<file path="config.mk">
export PLATFORM = sky130hd
export DESIGN_NAME = bang_bang_pll_loop_filter_top
export DESIGN_NICKNAME = d
export VERILOG_FILES = /design/src/sv/bbpll_pkg.sv /design/src/sv/bang_bang_pll_loop_filter_top.sv
export SDC_FILE = /design/constraint.sdc
export NUM_CORES = 1
export LEC_CHECK = 0
export BUFFER_PORTS_ARGS = -buffer_cell sky130_fd_sc_hd__buf_2
export CELL_PAD_IN_SITES_DETAIL_PLACEMENT = 1
export CELL_PAD_IN_SITES_GLOBAL_PLACEMENT = 2
export CORE_ASPECT_RATIO = 1.25
export CORE_MARGIN = 3
export CORE_UTILIZATION = 35
export CTS_CLUSTER_SIZE = 28
export DETAILED_ROUTE_END_ITERATION = 12
export GPL_TIMING_DRIVEN = 1
export PLACE_DENSITY = 0.78
export SLEW_MARGIN = 20
export SYNTH_ARGS = -nofsm -noshare
export SYNTH_HDL_FRONTEND = slang
export SYNTH_SLANG_ARGS = --single-unit
</file>
<file path="constraint.sdc">
create_clock -name clk_i -period 18.9 [get_ports clk_i]
set_input_delay 0.945 -clock clk_i [delete_from_list [all_inputs] [get_ports clk_i]]
set_output_delay 0.945 -clock clk_i [all_outputs]
set_load 0.1 [all_outputs]
</file>
<file path="src/sv/bbpll_pkg.sv">
package bbpll_pkg;

  // accumulator and code geometry
  localparam int unsigned MAX_FRACTION_BITS = 20;
  localparam int unsigned CODE_W            = 10;
  localparam int unsigned OSC_W             = 8;
  localparam int unsigned ACC_W             = CODE_W + MAX_FRACTION_BITS;

  // register widths
  localparam int unsigned GAIN_W  = 16;
  localparam int unsigned KP_W    = 10;
  localparam int unsigned SHIFT_W = 5;
  localparam int unsigned RUN_W   = 8;
  localparam int unsigned INIT_W  = 8;
  localparam int unsigned CFG_W   = 16;
  localparam int unsigned IDX_W   = 3;

  // boosted gain can be shifted by the full shift field range
  localparam int unsigned KI_W  = GAIN_W + (1 << SHIFT_W) - 1;
  localparam int unsigned SUM_W = KI_W + 2;

  // stream payload widths
  localparam int unsigned DEC_W      = 2;
  localparam int unsigned S_TDATA_W  = 8;
  localparam int unsigned M_TDATA_W  = 24;

  // code limits
  localparam logic [CODE_W-1:0] CODE_MAX = CODE_W'(1023);
  localparam logic [RUN_W-1:0]  RUN_MAX  = RUN_W'(255);

  // phase decision codes
  localparam logic [DEC_W-1:0] DEC_HOLD = 2'b00;
  localparam logic [DEC_W-1:0] DEC_UP   = 2'b01;

  // register indexes
  localparam logic [IDX_W-1:0] REG_INTEGRAL_GAIN     = 3'd0;
  localparam logic [IDX_W-1:0] REG_PROPORTIONAL_GAIN = 3'd1;
  localparam logic [IDX_W-1:0] REG_FRACTION_BITS     = 3'd2;
  localparam logic [IDX_W-1:0] REG_BOOST_SHIFT       = 3'd3;
  localparam logic [IDX_W-1:0] REG_BOOST_RUN_LENGTH  = 3'd4;
  localparam logic [IDX_W-1:0] REG_DECAY_SHIFT       = 3'd5;
  localparam logic [IDX_W-1:0] REG_INITIAL_CODE      = 3'd6;

  // register reset values
  localparam logic [GAIN_W-1:0]  RST_INTEGRAL_GAIN     = GAIN_W'(255);
  localparam logic [KP_W-1:0]    RST_PROPORTIONAL_GAIN = KP_W'(8);
  localparam logic [SHIFT_W-1:0] RST_FRACTION_BITS     = SHIFT_W'(6);
  localparam logic [SHIFT_W-1:0] RST_BOOST_SHIFT       = SHIFT_W'(4);
  localparam logic [RUN_W-1:0]   RST_BOOST_RUN_LENGTH  = RUN_W'(1);
  localparam logic [SHIFT_W-1:0] RST_DECAY_SHIFT       = SHIFT_W'(0);
  localparam logic [INIT_W-1:0]  RST_INITIAL_CODE      = INIT_W'(96);
  localparam logic [ACC_W-1:0]   RST_ACC = ACC_W'(96 * 4) << 6;

endpackage

</file>
<file path="src/sv/bang_bang_pll_loop_filter_top.sv">
// channel   dir  width  fields (low bit up)
// s_axis    in   8      phase_decision[1:0], zero pad
// m_axis    out  24     fine_code[9:0], oscillator_code[17:10], zero pad
// cfg       in   16     write enable, 3-bit index, data
//
// one item per cycle while the result is not stalled: the accumulator add,
// clamp and proportional step sit combinationally between the input register and the result register.
// result valid is set when the item moves from the input register into the result register.
// reset loads the register defaults and the accumulator from the initial code.
// a stalled result holds the result register; the input register still
// takes one more item, then s_axis_tready drops until the result is taken.
module bang_bang_pll_loop_filter_top (
  input  logic                             clk_i,
  input  logic                             rst_ni,
  input  logic                             s_axis_tvalid,
  output logic                             s_axis_tready,
  // phase_decision[1:0]
  input  logic [bbpll_pkg::S_TDATA_W-1:0]  s_axis_tdata,
  output logic                             m_axis_tvalid,
  input  logic                             m_axis_tready,
  // fine_code[9:0], oscillator_code[17:10]
  output logic [bbpll_pkg::M_TDATA_W-1:0]  m_axis_tdata,
  input  logic                             cfg_we_i,
  input  logic [bbpll_pkg::IDX_W-1:0]      cfg_idx_i,
  input  logic [bbpll_pkg::CFG_W-1:0]      cfg_data_i
);
  import bbpll_pkg::*;

  // configuration registers
  logic [GAIN_W-1:0]  gain_q;
  logic [KP_W-1:0]    kp_q;
  logic [SHIFT_W-1:0] frac_q;
  logic [SHIFT_W-1:0] boost_q;
  logic [RUN_W-1:0]   blen_q;
  logic [SHIFT_W-1:0] decay_q;
  logic [INIT_W-1:0]  init_q;

  // loop state
  logic [ACC_W-1:0]   acc_q, acc_d;
  logic               dir_valid_q;
  logic               dir_up_q;
  logic [RUN_W-1:0]   run_q, run_d;

  // pipeline registers
  logic               s1_valid_q;
  logic [DEC_W-1:0]   s1_dec_q;
  logic               m_valid_q;
  logic [CODE_W-1:0]  code_q, code_d;

  logic               adv;
  logic               reload;
  logic [SHIFT_W-1:0] reload_frac;
  logic [INIT_W-1:0]  reload_init;
  logic [SHIFT_W-1:0] reload_frac_eff;
  logic [ACC_W-1:0]   reload_acc;

  logic [SHIFT_W-1:0] frac_eff;
  logic [ACC_W-1:0]   max_acc;
  logic               dec_up;
  logic               dec_hold;
  logic               same_dir;
  logic               reversal;
  logic               boost_en;
  logic [KI_W-1:0]    ki_boost;
  logic [KI_W-1:0]    ki_decay;
  logic [KI_W-1:0]    ki_eff;
  logic signed [SUM_W-1:0] sum;
  logic [ACC_W-1:0]   acc_old_shr;
  logic [ACC_W-1:0]   acc_new_shr;
  logic signed [CODE_W+1:0] code_s;

  // handshake
  assign adv           = s1_valid_q && (!m_valid_q || m_axis_tready);
  assign s_axis_tready = !s1_valid_q || adv;
  assign m_axis_tvalid = m_valid_q;
  assign m_axis_tdata  = {(M_TDATA_W - CODE_W - OSC_W)'(0),
                          code_q[CODE_W-1:CODE_W-OSC_W], code_q};

  // reload value after a write to fraction bits or initial code
  assign reload = cfg_we_i && ((cfg_idx_i == REG_FRACTION_BITS) ||
                               (cfg_idx_i == REG_INITIAL_CODE));
  assign reload_frac = (cfg_idx_i == REG_FRACTION_BITS) ? cfg_data_i[SHIFT_W-1:0] : frac_q;
  assign reload_init = (cfg_idx_i == REG_INITIAL_CODE) ? cfg_data_i[INIT_W-1:0] : init_q;
  assign reload_frac_eff = (reload_frac > SHIFT_W'(MAX_FRACTION_BITS)) ?
                           SHIFT_W'(MAX_FRACTION_BITS) : reload_frac;
  assign reload_acc = ACC_W'({reload_init, 2'b00}) << reload_frac_eff;

  // decision decode and run tracking
  always_comb begin
    frac_eff = (frac_q > SHIFT_W'(MAX_FRACTION_BITS)) ? SHIFT_W'(MAX_FRACTION_BITS) : frac_q;
    max_acc  = ACC_W'(CODE_MAX) << frac_eff;
    dec_hold = (s1_dec_q == DEC_HOLD);
    dec_up   = (s1_dec_q == DEC_UP);
    same_dir = dir_valid_q && (dir_up_q == dec_up);
    reversal = dir_valid_q && !same_dir;
    if (same_dir) begin
      run_d = (run_q == RUN_MAX) ? RUN_MAX : run_q + RUN_W'(1);
    end else begin
      run_d = RUN_W'(1);
    end
    boost_en = (boost_q != '0) && (run_d >= blen_q);
  end

  // effective integral step
  always_comb begin
    ki_boost = KI_W'(gain_q) << boost_q;
    ki_decay = KI_W'(gain_q >> decay_q);
    if ((gain_q != '0) && (ki_decay == '0)) begin
      ki_decay = KI_W'(1);
    end
    if (boost_en) begin
      ki_eff = ki_boost;
    end else if ((decay_q != '0) && reversal) begin
      ki_eff = ki_decay;
    end else begin
      ki_eff = KI_W'(gain_q);
    end
  end

  // accumulator update with clamp
  always_comb begin
    if (dec_up) begin
      sum = $signed(SUM_W'(acc_q)) + $signed(SUM_W'(ki_eff));
    end else begin
      sum = $signed(SUM_W'(acc_q)) - $signed(SUM_W'(ki_eff));
    end
    if (sum < 0) begin
      acc_d = '0;
    end else if (sum > $signed(SUM_W'(max_acc))) begin
      acc_d = max_acc;
    end else begin
      acc_d = sum[ACC_W-1:0];
    end
  end

  // proportional step and output clamp
  always_comb begin
    acc_old_shr = acc_q >> frac_eff;
    acc_new_shr = acc_d >> frac_eff;
    if (dec_up) begin
      code_s = $signed({2'b00, acc_new_shr[CODE_W-1:0]}) + $signed({2'b00, kp_q});
    end else begin
      code_s = $signed({2'b00, acc_new_shr[CODE_W-1:0]}) - $signed({2'b00, kp_q});
    end
    if (dec_hold) begin
      code_d = acc_old_shr[CODE_W-1:0];
    end else if (code_s < 0) begin
      code_d = '0;
    end else if (code_s > $signed({2'b00, CODE_MAX})) begin
      code_d = CODE_MAX;
    end else begin
      code_d = code_s[CODE_W-1:0];
    end
  end

  // configuration registers
  always_ff @(posedge clk_i or negedge rst_ni) begin
    if (!rst_ni) begin
      gain_q  <= RST_INTEGRAL_GAIN;
      kp_q    <= RST_PROPORTIONAL_GAIN;
      frac_q  <= RST_FRACTION_BITS;
      boost_q <= RST_BOOST_SHIFT;
      blen_q  <= RST_BOOST_RUN_LENGTH;
      decay_q <= RST_DECAY_SHIFT;
      init_q  <= RST_INITIAL_CODE;
    end else if (cfg_we_i) begin
      case (cfg_idx_i)
        REG_INTEGRAL_GAIN:     gain_q  <= cfg_data_i[GAIN_W-1:0];
        REG_PROPORTIONAL_GAIN: kp_q    <= cfg_data_i[KP_W-1:0];
        REG_FRACTION_BITS:     frac_q  <= cfg_data_i[SHIFT_W-1:0];
        REG_BOOST_SHIFT:       boost_q <= cfg_data_i[SHIFT_W-1:0];
        REG_BOOST_RUN_LENGTH:  blen_q  <= cfg_data_i[RUN_W-1:0];
        REG_DECAY_SHIFT:       decay_q <= cfg_data_i[SHIFT_W-1:0];
        REG_INITIAL_CODE:      init_q  <= cfg_data_i[INIT_W-1:0];
        default: ;
      endcase
    end
  end

  // loop state
  always_ff @(posedge clk_i or negedge rst_ni) begin
    if (!rst_ni) begin
      acc_q       <= RST_ACC;
      dir_valid_q <= 1'b0;
      dir_up_q    <= 1'b0;
      run_q       <= '0;
    end else if (reload) begin
      acc_q       <= reload_acc;
      dir_valid_q <= 1'b0;
      dir_up_q    <= 1'b0;
      run_q       <= '0;
    end else if (adv && !dec_hold) begin
      acc_q       <= acc_d;
      dir_valid_q <= 1'b1;
      dir_up_q    <= dec_up;
      run_q       <= run_d;
    end
  end

  // input and result valid flags
  always_ff @(posedge clk_i or negedge rst_ni) begin
    if (!rst_ni) begin
      s1_valid_q <= 1'b0;
      m_valid_q  <= 1'b0;
    end else begin
      if (s_axis_tready) begin
        s1_valid_q <= s_axis_tvalid;
      end
      if (adv) begin
        m_valid_q <= 1'b1;
      end else if (m_axis_tready) begin
        m_valid_q <= 1'b0;
      end
    end
  end

  // payload registers
  always_ff @(posedge clk_i) begin
    if (s_axis_tready && s_axis_tvalid) begin
      s1_dec_q <= s_axis_tdata[DEC_W-1:0];
    end
    if (adv) begin
      code_q <= code_d;
    end
  end

endmodule

</file>
==> key figures <==
Clock network
  – Post-CTS sizing: 0
  – Setup bufs post-CTS: 0
  – Clock buffer depth: 2
  – Root Buffer: clkbuf_16
  – CTS Hold Bufs: 0
  – CTS Buf Count: 9
  – CTS H-tree lvls: 3
  – Clock Latency Late Sink: 370 ps
  – Clk sink count: around 110
  – Clk slew on worst S/H paths: approximately 70 ps
  – CTS tree: built

Pwr
  – Reg power frac: 15.0%
  – Clk pwr share: 6.8%
  – Internal power: about 1.2 mW
  – NetSw: ~1.8 mW
  – Leakage power: roughly 7.9 nW
  – Total power draw: roughly 3.0 mW
  – Maximum VDD drop: roughly 0.070 mV
  – Part of the power in combinational logic: ~80%
  – Sw frac: between 50% and 60%
  – Pwr Density: 159 nW/µm²

STA
  – Slew headroom: 27.2%
  – Setup violations, final: 0
  – Fin crit period: 16400 ps
  – Hold Vio Cnt, Final: 0
  – Setup tns final: 0 ps
  – Max-slew violations: 0
  – Hold Slack: 523 ps
  – Period utilization: between 80 and 90%
  – RSZ-0062 raised after global routing: no
  – Least-Margin Pin Slew: about 1100 ps
  – FMAX: slightly above 60 MHz
  – Fin Clk Skew: 22.1 ps

Setup path
  – Reg-to-reg startpoint: s1_dec_q[1]$_DFFE_PP_
  – CP Data Required Time: 18970 ps
  – R2R depth: 55
  – Crit-path most repeated cell: a21oi_1
  – Crit path DAT: ~16000 ps
  – CP max-delay cell: or4_4
  – CP Max Fanout: 44
  – Critical Path End Type: flip-flop
  – Worst R2R Setup Slack: around 2500 ps
  – Crit Path Class: reg -> reg
  – Worst setup SP type: flip-flop
  – Crit path buf inv count: 3
  – R2R Path End: code_q[3]$_DFFE_PP_
  – Critical path's top delay family: simple AND/OR/NAND/NOR gates
  – Worst stage delay on the critical path: ~750 ps

Placed design
  – Hpwl dp: between 50 and 60 mm
  – IO buf count: 45
  – Final Wtd Congestion: between 0.9 and 1
  – Placed insts: roughly 3k

Finish
  – Layout area overhead: 4.80%
  – Fill count: around 6k
  – Share of cells above drive strength 1: 11.3%
  – Final non-filler cell total: roughly 3.0k
  – Area of the multi-input gates: 13600 µm²
  – Nets@finish: roughly 2.5k
  – FF+latch area: 2860 µm²
  – Antenna Cells: 0
  – Final Util: between 30 and 40%

Run
  – Max_cap viols: 0

Yosys
  – Post-synthesis simple-gate area fraction: 21.2%
  – Multiplexer share of the synthesized area: between 15 and 20%
  – Syn avg cell area: 7.35 µm²
  – Synthesized area: approximately 18000 µm²
  – Largest family of logic cells by synthesized area: compound AO/OA/AOI/OAI gates
  – Mapped Cells: around 2.4k
  – Post-Synth Adder-Cell Area: under 10%
  – Synthesis Warnings: 0
  – Compound-gate portion of the synthesized area: a little over a quarter
  – Number of flops mapped to enable cells by yosys: 12
  – Seq/Total Area, Yosys: approximately 16%
  – Top_reg_cell synth: dfrtp_1
  – #FFs+latches synth: between 100 and 150
  – Yosys cell types: 95
  – Post-Synth XOR/XNOR Area: 2.37%
  – Post-synth ARST share: approximately 89%

Floorplanning
  – Die X: approximately 210 µm
  – Die area: ~53000 µm²
  – Row count: 91
  – CORE AREA: around 50000 µm²
  – Die Ht: approximately 260 µm
  – Initial core utilization: between 30% and 40%
  – Num ports: slightly below 60

Worst hold path
  – Min-Delay Path Class: reg -> reg
  – Hold EP: m_axis_tvalid$_DFFE_PN0P_
  – WHS Path Cells: 1
  – Hold_sp: s1_valid_q$_DFFE_PN0N_

GRT
  – Initial antenna violation count: 0
  – Number of global-route vias before repair: around 19k
  – All-Layer GR Usage: 27.3%
  – First-pass GRT wire length: ~120 mm
  – Grt ovf: 0
  – Largest net degree at the start of global routing: 61

Drt
  – Pre-Repair DR Iteration Count: 5
  – Drt initial violations: approximately 1.5k
  – DRC Markers: 0
  – Vias/cell: approximately 6.3
  – Total Routed Length: between 70 and 80 mm
  – ANT nets after route: 0
  – Routed via count: between 15k and 20k
  – Wire per inst: approximately 26 µm

Run status
  – Status: completed
[through the flow]
step | setup slack [ps] | instance area, µm²
2_1_floorplan | 5600 | 17700
3_3_place_gp | 2890 | 18300
3_5_place_dp | 2580 | 18300
4_1_cts | 2530 | 18600
5_1_grt | 1510 | 18600
6_report | 2500 | 18600
[registers in the layout, indices dropped and copies added, names as in the netlist]
register and cells:
dir_up_q 1, run_q 8, frac_q 5, init_q 8
boost_q 5, s1_valid_q 1, s1_dec_q 2, gain_q 16
acc_q 30, decay_q 5, blen_q 8, m_axis_tvalid 1
dir_valid_q 1, kp_q 10, code_q 10
[power groups by stage]
stage                     logic (mW)  clock network (mW)  registers, mW
final                           2.32               0.201          0.443
after detailed placement        2.27                   0          0.447
after global routing            2.52               0.216          0.449
after CTS                       2.29               0.204          0.442
after global placement          2.24                   0          0.442
after floorplan                 1.61                   0          0.425
[cell usage in the layout (no fill, tap or decap), types with 18 or more instances in the layout]
master,count
o22ai_1,46
nand3_1,55
nand4_1,19
mux4_2,23
buf_2,44
o211ai_1,22
and2_1,19
nand2b_1,31
mux2i_1,155
a21o_1,34
a21oi_1,213
o21ai_0,139
dfrtp_1,81
mux2_2,81
buf_4,38
a211oi_1,54
a31oi_1,45
nor2_1,255
nor3_1,54
ha_1,124
o21bai_1,18
nand2_1,250
xnor2_1,32
inv_1,118
nor2b_1,26
[how the worst max path moves through the flow]
stage	startpoint	endpoint	slack, ps	depth (start not counted)
after CTS	s1_dec_q[1]$_DFFE_PP_	code_q[3]$_DFFE_PP_	2530	54
after floorplan	s1_dec_q[1]$_DFFE_PP_	code_q[6]$_DFFE_PP_	5600	58
final	s1_dec_q[1]$_DFFE_PP_	code_q[3]$_DFFE_PP_	2500	55
after detailed placement	s1_dec_q[1]$_DFFE_PP_	code_q[3]$_DFFE_PP_	2580	54
after global placement	s1_dec_q[1]$_DFFE_PP_	code_q[3]$_DFFE_PP_	2890	53
after global routing	s1_dec_q[1]$_DFFE_PP_	code_q[3]$_DFFE_PP_	1510	53
[cells in the mapped netlist, types with 12 or more instances]
master    instances  area (µm²)
o22ai_1          46         288
a22oi_1          14         105
a21o_1           34         255
nor4_1           16         100
a31oi_1          45         282
mux4_2           23         518
xnor2_1          32         280
and3_1           17         106
dfstp_2          17         447
a211o_1          13         114
a221oi_1         13         114
ha_1            124        1550
nand4_1          19         119
or3_1            14        87.6
nand2_1         251         942
nand2b_1         32         200
o21ai_0         139         696
o21bai_1         18         135
o31ai_1          13        97.6
mux2i_1         155        1550
o211ai_1         22         165
buf_4            17         128
mux2_2           81         912
a21oi_1         213        1070
clkbuf_1        131         492
inv_1           118         443
a211oi_1         55         413
buf_1            28         105
xor2_1           16         140
nor3_1           54         270
nor2_1          257         965
nor2b_1          28         175
nand3_1          55         275
and2_1           20         125
dfrtp_1          82        2050
edfxtp_1         12         360
[cell type report]
| cell class | count | area share (%) |
|---|---|---|
| multi-input combinational | 1994 | 73.4 |
| clock inverter | 6 | 0.364 |
| sequential | 111 | 15.4 |
| tap | 651 | 4.39 |
| clock buffer | 10 | 1.23 |
| timing repair buffer | 82 | 2.72 |
| inverter | 123 | 2.49 |
[per-layer routing]
layer	wire length (µm)	track usage (%)	vias up
met4	3200	9.98	0
met1	32300	34.8	9356
met5	0	0	-
li1	-	-	8639
met2	37600	48.4	564
met3	2990	2.09	151
[logic make-up (layout without fill, tap and decap cells)]
group | after synthesis | in the layout
and+or+nand+nor | 812 | 812
AOI/OAI and AO/OA | 739 | 739
buffers and inverters | 311 | 221
muxes | 260 | 260
adders and majority gates | 129 | 129
DFF | 111 | 111
xor gates and xnor gates | 48 | 48
other | 1 | 6
Note: power is estimated with default switching activity, not from simulation.
